## src/design/dcp_pkg.sv

```systemverilog
// Shared types and constants for the duty-cycle command parser.
`default_nettype none
package dcp_pkg;

    // Parser state codes
    localparam logic [1:0] ST_IDLE  = 2'd0;
    localparam logic [1:0] ST_LEN   = 2'd1;
    localparam logic [1:0] ST_MOTOR = 2'd2;
    localparam logic [1:0] ST_VALUE = 2'd3;

    // Status codes
    localparam logic [1:0] STAT_INCOMPLETE = 2'd0;
    localparam logic [1:0] STAT_COMPLETE   = 2'd1;
    localparam logic [1:0] STAT_NOMATCH    = 2'd2;

    // Characters of the command syntax
    localparam logic [7:0] CHAR_PERCENT = 8'h25;
    localparam logic [7:0] CHAR_ZERO    = 8'h30;
    localparam logic [7:0] CHAR_ONE     = 8'h31;
    localparam logic [7:0] CHAR_NINE    = 8'h39;

    // Value limits
    localparam logic [11:0] VALUE_MAX    = 12'd200;
    localparam logic [7:0]  VALUE_CENTER = 8'd100;
    localparam logic [3:0]  DIGITS_MAX   = 4'd8;
    localparam logic [3:0]  MOTOR_MAX    = 4'd9;
    localparam logic [6:0]  MAG_MAX      = 7'd100;

    // One result transaction
    typedef struct packed {
        logic [1:0] status;
        logic [3:0] motor_id;
        logic       direction;
        logic [6:0] duty_magnitude;
    } result_t;

endpackage
`default_nettype wire

```

## src/design/dcp_in_stage.sv

```systemverilog
// Input holding register for received bytes.
`default_nettype none
module dcp_in_stage
    import dcp_pkg::*;
(
    input  wire logic       clk,
    input  wire logic       rst_n,
    input  wire logic [7:0] in_byte,
    input  wire logic       in_valid,
    output logic            in_ready,
    input  wire logic       down_ready,
    output logic            stage_valid,
    output logic [7:0]      stage_byte
);

    logic       valid_reg;
    logic       valid_next;
    logic [7:0] byte_reg;
    logic       take;

    // Accept when empty or when the held byte moves on this cycle
    assign in_ready   = !valid_reg || down_ready;
    assign take       = in_valid && in_ready;
    assign valid_next = take ? 1'b1 : (down_ready ? 1'b0 : valid_reg);

    always_ff @(posedge clk or negedge rst_n)
    begin
        if (!rst_n)
        begin
            valid_reg <= 1'b0;
        end
        else
        begin
            valid_reg <= valid_next;
        end
    end

    // Payload needs no reset
    always_ff @(posedge clk)
    begin
        if (take)
        begin
            byte_reg <= in_byte;
        end
    end

    assign stage_valid = valid_reg;
    assign stage_byte  = byte_reg;

endmodule
`default_nettype wire

```

## src/design/dcp_parser.sv

```systemverilog
// Command recognizer: parse state, value accumulator and result decode.
`default_nettype none
module dcp_parser
    import dcp_pkg::*;
(
    input  wire logic       clk,
    input  wire logic       rst_n,
    input  wire logic       step,
    input  wire logic [7:0] c,
    output result_t         result
);

    logic [1:0]  state_reg, state_next;
    logic [3:0]  digits_left_reg, digits_left_next;
    logic [3:0]  motor_reg, motor_next;
    logic [7:0]  acc_reg, acc_next;
    logic        over_reg, over_next;

    logic        is_digit;
    logic [3:0]  digit;
    logic [11:0] prod;
    logic        over_new;
    logic [3:0]  dl_dec;
    logic        matched;
    logic        done;
    logic [7:0]  value;
    logic        fwd;

    assign is_digit = c inside {[CHAR_ZERO:CHAR_NINE]};
    assign digit    = c[3:0];
    assign dl_dec   = digits_left_reg - 4'd1;

    // acc * 10 + digit; values past 200 only need the sticky overflow flag
    assign prod     = {1'b0, acc_reg, 3'b000} + {3'b000, acc_reg, 1'b0} + {8'h00, digit};
    assign over_new = over_reg || (prod > VALUE_MAX);
    assign value    = prod[7:0];
    assign fwd      = value >= VALUE_CENTER;

    // Next state; a failing byte is retried from idle
    always_comb
    begin
        state_next       = state_reg;
        digits_left_next = digits_left_reg;
        motor_next       = motor_reg;
        acc_next         = acc_reg;
        over_next        = over_reg;
        matched          = 1'b0;
        done             = 1'b0;
        case (state_reg)
            ST_IDLE:
            begin
                if (c == CHAR_PERCENT)
                begin
                    state_next = ST_LEN;
                    matched    = 1'b1;
                end
            end
            ST_LEN:
            begin
                if (c inside {[CHAR_ONE:CHAR_NINE]})
                begin
                    digits_left_next = digit;
                    state_next       = ST_MOTOR;
                    matched          = 1'b1;
                end
            end
            ST_MOTOR:
            begin
                if (is_digit)
                begin
                    motor_next       = digit;
                    acc_next         = 8'd0;
                    over_next        = 1'b0;
                    digits_left_next = dl_dec;
                    state_next       = ST_VALUE;
                    matched          = 1'b1;
                end
            end
            ST_VALUE:
            begin
                if (is_digit && (digits_left_reg != 4'd0))
                begin
                    acc_next         = value;
                    over_next        = over_new;
                    digits_left_next = dl_dec;
                    if (digits_left_reg == 4'd1)
                    begin
                        if (!over_new)
                        begin
                            done       = 1'b1;
                            matched    = 1'b1;
                            state_next = ST_IDLE;
                        end
                    end
                    else
                    begin
                        matched = 1'b1;
                    end
                end
            end
            default:
            begin
                state_next = ST_IDLE;
            end
        endcase

        // Retry from idle: only a percent sign starts a new command
        if (!matched)
        begin
            state_next = (c == CHAR_PERCENT) ? ST_LEN : ST_IDLE;
        end
    end

    // Result decode
    always_comb
    begin
        result = '0;
        if (done)
        begin
            result.status         = STAT_COMPLETE;
            result.motor_id       = motor_reg;
            result.direction      = fwd;
            result.duty_magnitude = fwd ? 7'(value - VALUE_CENTER) : 7'(VALUE_CENTER - value);
        end
        else if (matched || (c == CHAR_PERCENT))
        begin
            result.status = STAT_INCOMPLETE;
        end
        else
        begin
            result.status = STAT_NOMATCH;
        end
    end

    always_ff @(posedge clk or negedge rst_n)
    begin
        if (!rst_n)
        begin
            state_reg       <= ST_IDLE;
            digits_left_reg <= 4'd0;
            motor_reg       <= 4'd0;
            acc_reg         <= 8'd0;
            over_reg        <= 1'b0;
        end
        else if (step)
        begin
            state_reg       <= state_next;
            digits_left_reg <= digits_left_next;
            motor_reg       <= motor_next;
            acc_reg         <= acc_next;
            over_reg        <= over_next;
        end
    end

`ifndef SYNTHESIS
    // A completed command carries a legal motor and magnitude
    a_complete_range: assert property (@(posedge clk) disable iff (!rst_n)
        (result.status == STAT_COMPLETE) |->
        ((result.duty_magnitude <= MAG_MAX) && (result.motor_id <= MOTOR_MAX)))
        else $error("complete result out of range");

    // At most eight value digits are ever pending
    a_digits_bound: assert property (@(posedge clk) disable iff (!rst_n)
        (state_reg == ST_VALUE) |-> (digits_left_reg <= DIGITS_MAX))
        else $error("digit count out of range");

    // Completion returns the parser to idle
    a_done_idle: assert property (@(posedge clk) disable iff (!rst_n)
        (step && (result.status == STAT_COMPLETE)) |=> (state_reg == ST_IDLE))
        else $error("parser not idle after complete");
`endif

endmodule
`default_nettype wire

```

## src/design/dcp_out_stage.sv

```systemverilog
// Result register with valid/ready toward the consumer.
`default_nettype none
module dcp_out_stage
    import dcp_pkg::*;
(
    input  wire logic  clk,
    input  wire logic  rst_n,
    input  wire logic  load,
    input  result_t    load_result,
    output logic       up_ready,
    output logic       out_valid,
    input  wire logic  out_ready,
    output result_t    out_result
);

    logic    valid_reg;
    logic    valid_next;
    result_t result_reg;

    // Free when empty or when the held result is taken this cycle
    assign up_ready   = !valid_reg || out_ready;
    assign valid_next = load ? 1'b1 : (out_ready ? 1'b0 : valid_reg);

    always_ff @(posedge clk or negedge rst_n)
    begin
        if (!rst_n)
        begin
            valid_reg <= 1'b0;
        end
        else
        begin
            valid_reg <= valid_next;
        end
    end

    always_ff @(posedge clk)
    begin
        if (load)
        begin
            result_reg <= load_result;
        end
    end

    assign out_valid  = valid_reg;
    assign out_result = result_reg;

endmodule
`default_nettype wire

```

## src/design/duty_cycle_command_parser.sv

```systemverilog
// Top level of the duty-cycle command parser.
// An accepted byte is held in the input register, parsed combinationally, and its result
// is loaded into the result register, which drives out_valid and the result outputs.
// Throughput: one byte per cycle; the input register, parser and result register
// form a two-stage pipeline that advances whenever the result register is free.
// Reset (rst_n, asynchronous, active low) empties both stages and returns the
// parser to waiting for a percent sign.
`default_nettype none
module duty_cycle_command_parser
    import dcp_pkg::*;
(
    input  wire logic       clk,
    input  wire logic       rst_n,
    input  wire logic [7:0] in_byte,
    input  wire logic       in_valid,
    output logic            in_ready,
    output logic [1:0]      status,
    output logic [3:0]      motor_id,
    output logic            direction,
    output logic [6:0]      duty_magnitude,
    output logic            out_valid,
    input  wire logic       out_ready
);

    logic       stage_valid;
    logic [7:0] stage_byte;
    logic       up_ready;
    logic       adv;
    result_t    parse_result;
    result_t    out_result;

    // Parser steps when a byte is held and the result register can take it
    assign adv = stage_valid && up_ready;

    dcp_in_stage u_in_stage (
        .clk         (clk),
        .rst_n       (rst_n),
        .in_byte     (in_byte),
        .in_valid    (in_valid),
        .in_ready    (in_ready),
        .down_ready  (up_ready),
        .stage_valid (stage_valid),
        .stage_byte  (stage_byte)
    );

    dcp_parser u_parser (
        .clk    (clk),
        .rst_n  (rst_n),
        .step   (adv),
        .c      (stage_byte),
        .result (parse_result)
    );

    dcp_out_stage u_out_stage (
        .clk         (clk),
        .rst_n       (rst_n),
        .load        (adv),
        .load_result (parse_result),
        .up_ready    (up_ready),
        .out_valid   (out_valid),
        .out_ready   (out_ready),
        .out_result  (out_result)
    );

    assign status         = out_result.status;
    assign motor_id       = out_result.motor_id;
    assign direction      = out_result.direction;
    assign duty_magnitude = out_result.duty_magnitude;

endmodule
`default_nettype wire
```

## config.mk

```make
export PLATFORM = sky130hd
export DESIGN_NAME = duty_cycle_command_parser
export DESIGN_NICKNAME = d
export VERILOG_FILES = /design/src/design/dcp_pkg.sv /design/src/design/dcp_in_stage.sv /design/src/design/dcp_parser.sv /design/src/design/dcp_out_stage.sv /design/src/design/duty_cycle_command_parser.sv
export SDC_FILE = /design/constraint.sdc
export NUM_CORES = 1
export LEC_CHECK = 0
export BUFFER_PORTS_ARGS = -buffer_cell sky130_fd_sc_hd__buf_4
export CORE_MARGIN = 2
export CORE_UTILIZATION = 59
export DETAILED_ROUTE_END_ITERATION = 7
export MAX_ROUTING_LAYER = met4
export PLACE_DENSITY = 0.92
export SYNTH_ARGS = -nofsm -noshare
export SYNTH_HDL_FRONTEND = slang
export SYNTH_SLANG_ARGS = --single-unit
```

## constraint.sdc

```tcl
create_clock -name clk -period 3.59 [get_ports clk]
set_input_delay 0.359 -clock clk [delete_from_list [all_inputs] [get_ports clk]]
set_output_delay 0.359 -clock clk [all_outputs]
set_load 0.005 [all_outputs]
```

# After elaboration in Yosys (flattened, before gate mapping)

Index checks and enable logic that the tools add are counted.

Bits in registers: 43
Bits in writable memories: 0
Logic and storage cells: 92
Bits in read-only memories: 0
Latch bits: 0
Output and inout port bits: 16
Memories: 0

Shifts and indexed selects: 0
Bitwise gates (word level): 0
Div/mod/pow operators: 0
Reduce and logical (&&, ||, !) cells: 21
Muxes and demuxes: 35
Magnitude comparators: 5
Equal/unequal tests: 14
Add/sub/neg operators: 5
Multiply operators: 0

Operators with widths:

| cell                                                               | number |
|---|---|
| greater-or-equal comparator 8 x 6 -> 1 bit (second input constant) | 2 |
| 2-to-1 mux 1 bit                                                   | 16 |
| 2-to-1 mux 2 bit                                                   | 8 |
| 2-to-1 mux 8 bit                                                   | 2 |
| one-hot mux 8 bit (2 select lines)                                 | 1 |
| != test 3 bit (second input constant)                              | 5 |
| adder 11 x 9 -> 12 bit                                             | 1 |
| adder 12 x 4 -> 12 bit                                             | 1 |
| > comparator 12 x 8 -> 1 bit (second input constant)               | 1 |
| 2-to-1 mux 4 bit                                                   | 3 |
| one-hot mux 4 bit (3 select lines)                                 | 1 |
| == test 8 x 6 -> 1 bit (second input constant)                     | 1 |
| greater-or-equal comparator 8 x 7 -> 1 bit (second input constant) | 1 |
| <= comparator 8 x 6 -> 1 bit (second input constant)               | 1 |
| one-hot mux 2 bit (4 select lines)                                 | 1 |
| 2-to-1 mux 7 bit                                                   | 1 |
| AND reduction 7 bit                                                | 1 |
| subtractor 7 bit (first input constant)                            | 1 |
| subtractor 7 bit (second input constant)                           | 1 |
| != test 2 x 1 -> 1 bit (second input constant)                     | 3 |
| nonzero test 2 bit                                                 | 3 |
| logical AND 1 bit                                                  | 5 |
| AND reduction 5 bit                                                | 1 |
| == test 2 bit (second input constant)                              | 2 |
| 13 further kinds                                                   | 17 |

# Longest topological paths before layout

Depth after elaboration: 10
Gate-level depth with buffers: 13

# Hierarchy

A second synthesis with hierarchy kept.

Cell total of the unflattened synthesis: 256
Area, all modules: 2,676.3 um^2

By module, submodules not included:

| module                    | cells an instance | times used | area each (um^2) |
|---|---|---|---|
| dcp_parser                | 226               | 1          | 1,908.1 |
| dcp_out_stage             | 17                | 1          | 467.9 |
| dcp_in_stage              | 12                | 1          | 294.0 |
| duty_cycle_command_parser | 1                 | 1          | 6.3 |

# Worst setup path after synthesis

No wires, ideal clock.

Path type: flip-flop to flip-flop
From: register u_in_stage.byte_reg[3], in the netlist u_in_stage.stage_byte[3]
To: register u_out_stage.result_reg, in the netlist u_out_stage.out_result[13], data pin
Period minus slack after synthesis: 3.276 ns
Cell stages (with the launch flop): 14
Required time: 3.325 ns
Library setup time: 0.265 ns
Arrival: 3.011 ns
Buffers on the path: 0
Setup slack: 0.314 ns
Path through: edfxtp_1 > inv_1 > fa_1 > inv_1 > ha_1 > a21oi_2 > o21bai_2 > xor2_2 > or3_1 > a311o_1 > nor2_2 > nand4_2 > inv_2 > nor3_1

RTL lines:

| item                         | line                | source |
|---|---|---|
| start: declaration           | dcp_in_stage.sv:18  | `logic [7:0] byte_reg;` |
| start signal: assignment     | dcp_in_stage.sv:43  | `byte_reg <= in_byte;` |
| adder 12 x 4 -> 12 bit       | dcp_parser.sv:34    | `assign prod = {1'b0, acc_reg, 3'b000} + {3'b000, acc_reg, 1'b0} + {8'h00, digit};` |
| > comparator 12 x 8 -> 1 bit | dcp_parser.sv:35    | `assign over_new = over_reg \|\| (prod > VALUE_MAX);` |
| logical OR 1 bit             | dcp_parser.sv:35    |  |
| 2-to-1 mux 1 bit             | dcp_parser.sv:88    | `if (!over_new)` |
| 2-to-1 mux 1 bit             | dcp_parser.sv:86    | `if (digits_left_reg == 4'd1)` |
| 2-to-1 mux 1 bit *           | dcp_parser.sv:81    | `if (is_digit && (digits_left_reg != 4'd0))` |
| 2-to-1 mux 1 bit *           | dcp_parser.sv:49    | `case (state_reg)` |
| net u_parser.done            | dcp_parser.sv:25    | `logic done;` |
| end signal: assignment       | dcp_out_stage.sv:40 | `result_reg <= load_result;` |
| end: declaration             | dcp_out_stage.sv:18 | `result_t result_reg;` |

The timed path passes the listed nets; every way through them passes the cells marked *.
A chain may end at the register's enable or synchronous reset.

# Worst setup path after layout

From: register u_parser.acc_reg[0]
To: register u_out_stage.result_reg, in the netlist u_out_stage.out_result[13], data pin

RTL lines:

| item                         | line              | source |
|---|---|---|
| start: declaration           | dcp_parser.sv:16  | `logic [7:0] acc_reg, acc_next;` |
| start signal: assignment     | dcp_parser.sv:150 | `acc_reg <= acc_next;` |
| adder 11 x 9 -> 12 bit       | dcp_parser.sv:34  |  |
| adder 12 x 4 -> 12 bit       | dcp_parser.sv:34  |  |
| > comparator 12 x 8 -> 1 bit | dcp_parser.sv:35  |  |
| logical OR 1 bit             | dcp_parser.sv:35  |  |
| 2-to-1 mux 1 bit             | dcp_parser.sv:88  |  |
| 2-to-1 mux 1 bit             | dcp_parser.sv:86  |  |
| 2-to-1 mux 1 bit             | dcp_parser.sv:81  |  |
| 2-to-1 mux 1 bit             | dcp_parser.sv:49  |  |
| net u_parser.done            | dcp_parser.sv:25  |  |

The timed path passes the listed nets, and every way through them passes these cells.

==> results.yml <==
critical_path:
  critPathTopFamily: "adder cells"
  endpoint_kind: "flip-flop"
  critPathLaunchType: "flip-flop"
  slowest_delay_ps: 580
  crit_top_cell: "inv_1"
  path_buf_inv: 3
  worst_path_max_delay_cell: "fa_1"
  worstPathMaxFanout: 6
  crit_chain: "inv_1 > fa_1 > inv_1 > ha_1 > a21oi_2 > o21bai_2 > xor2_2 > or3_1 > a311o_1 > nor2_2 > nand4_2 > inv_2 > nor3_1"
  path_class: "reg2reg"
  cp.required_ps: 3640
  arrival_ps: 3510
die:
  ioPinCount: 28
  start_util: 0.6114
  rows: 24
  coreArea_mm2: 0.004324
  die_h_um: 70.94
  die_w_um: 70.94
  die_area_mm2: 0.005032
routing:
  drt-pass1-iter-count: 5
  drc: 0
  routedWlPerCell_um: 17.26
  ant_nets: 0
  drt_iter0_markers: 275
  vias: 2151
  via_per_inst: 6.181
  wirelength_mm: 6.007
sta:
  rsz0062_at_grt: "no"
  finalClockSkew_ps: 6.024
  setup_slack_ps: 127.6
  finalSetupViolCount: 0
  period_minus_slack_ps: 3462
  max_freq_ghz: 0.2888
  tightestPinTransition_ps: 726.8
  finalHoldViolations: 0
  maxSlewViolCount: 0
  setup_tns_ps: 0
  slew_headroom: 0.5150
  period_share: 0.9645
clocking:
  max-clock-path-buffers: 2
  clk_pin_slew_ps: 90
  cts_root_buffer: "clkbuf_8"
  cts_tree: "yes"
  worst_skew_pair.late_latency_ps: 310
  cts.htree.levels: 2
  cts.sinks: 43
  numCtsBuffers: 5
global_routing:
  grt_remaining_overflow: 0
  grt_pass1_wl_mm: 9.811
  grt_pass1_vias: 2154
  grt_max_degree: 22
  antenna_found_initial: 0
  grt_usage: 0.2617
placement:
  dp_slack_ps: 74.11
  place_inst: 337
  gp_congestion: 0.9686
  hpwlAfterDp_mm: 4.352
  port_buffers: 27
finish:
  finalNonFillerCells: 348
  n_antenna_cell: 0
  largest_register_ffs: 14
  nets: 335
  nFillCells: 303
  areaGrowthSynthToFinish_pct: 16.42
  utilization: 0.7118
  drive_gt1_frac: 0.1926
synth:
  syn_nets: 296
  synth_top_area_cell: "edfxtp_1"
  netlist_top_cells_area: "edfxtp_1, dfrtp_1, ha_1"
  syn_area_per_cell_um2: 10.33
  netlist_instances: 256
  synth_cell_types: 50
  synth_most_common_cell: "ha_1"
  async_reset_ff_frac: 0.4884
  synth_common_cells: "ha_1, nor2_1, edfxtp_1"
  ys_ff_latch: 43
  syn_area_mm2: 0.002644
  synth-edff-count: 22
  synth_top_cell_area_share: 0.2499
  ys_seq_area_frac: 0.4487
  yosysWarnings: 0
  yosys_most_used_dff: "edfxtp_1"
run:
  cap_viol_max_count: 0
power:
  p_per_area_mw_per_mm2: 362.0
  p_leak_nw: 1.425
  ir_worst_vdd_uv: 251.5
run_status:
  outcome: "finished clean"
min_path:
  min_path_type: "in2reg"
==> power breakdown <==
| part | total (mW) | leakage [nW] | internal [mW] | switching [mW] |
|---|---|---|---|---|
| combinational | 0.153 | 0.873 | 0.0655 | 0.0877 |
| clock | 0.387 | 0.0581 | 0.207 | 0.180 |
| sequential | 0.574 | 0.494 | 0.552 | 0.0218 |
| total | 1.11 | 1.43 | 0.825 | 0.289 |
==> logic make-up after synthesis <==
group                      after synthesis  share of synthesized area
adders and majority gates               28                     0.1382
and+or+nand+nor                         85                     0.1600
muxes                                   10                    0.03975
AOI/OAI and AO/OA                       58                     0.1462
buffers and inverters                   22                    0.03124
xor gates and xnor gates                10                    0.03597
DFF                                     43                     0.4486
==> layout make-up <==
type	instances	area, µm²	area share
Clock inverter	3	43.79	0.01423
Multi-Input combinational cell	191	1378	0.4476
Tap cell	52	65.06	0.02114
Sequential cell	43	1186	0.3854
Inverter	19	71.32	0.02317
Timing Repair Buffer	35	265.3	0.08618
Clock buffer	5	68.82	0.02236
==> layer usage <==
layer,wire length (µm),global-route usage,vias to the layer above
li1,-,-,994
met1,2366,0.3019,1049
met2,3099,0.4455,90
met3,344,0.05128,18
met4,197,0.1111,0
met5,0,-,-
==> cell usage in the layout, fill, tap and decap left out, types with 6 or more instances in the layout <==
cell and instances:
buf_4 34, ha_1 26, nor2_1 25, edfxtp_1 22
dfrtp_1 21, o21ai_0 18, inv_1 17, nand2_1 17
a21oi_1 13, nand3_1 8, nand2b_1 7, and2_1 7
xnor2_1 7, mux2i_1 6
==> per-stage QoR <==
stage	hold slack [ps]	area (µm²)	total power, mW
floorplan	63.41	2644	0.6679
finish	228.0	3078	1.114
CTS	224.2	3068	1.109
global route	214.7	3078	1.157
detailed placement	263.4	2938	0.7312
global placement	259.1	2938	0.7216
==> worst reg2reg max path, cell delays in order (launching register included) <==
cell and delay [ps]:
dfrtp_1 390, inv_1 80, fa_1 580, inv_1 70, ha_1 300, a21oi_2 200, o21bai_2 90, xor2_2 190
or3_1 400, a311o_1 350, nor2_2 150, nand4_2 170, inv_2 160, nor3_1 90
==> repair_timing <==
item                                    4_1_cts  5_1_grt
hold buffers                                  1        0
pin swaps                                     0        1
setup buffers                                 1        1
endpoints found under the setup margin        3       15
hold endpoints to repair                     21        0
gates resized for setup                       0        1
==> final timing paths <==
check	from	endpoint	slack [ps]	cells after the start
min reg2reg	u_parser.motor_reg[3]$_DFFE_PN0P_	u_parser.motor_reg[3]$_DFFE_PN0P_	510	1
min in group asynchronous	rst_n	u_parser.acc_reg[6]$_DFFE_PN0P_	480	2
max in group asynchronous	rst_n	u_parser.motor_reg[2]$_DFFE_PN0P_	2880	2
max	u_parser.acc_reg[0]$_DFFE_PN0P_	u_out_stage.out_result[13]$_SDFFCE_PP0P_	130	13
max reg2reg	u_parser.acc_reg[0]$_DFFE_PN0P_	u_out_stage.out_result[13]$_SDFFCE_PP0P_	130	13
min	in_byte[5]	u_in_stage.stage_byte[5]$_DFFE_PP_	230	1
Note: power is estimated with default switching activity, not from simulation.
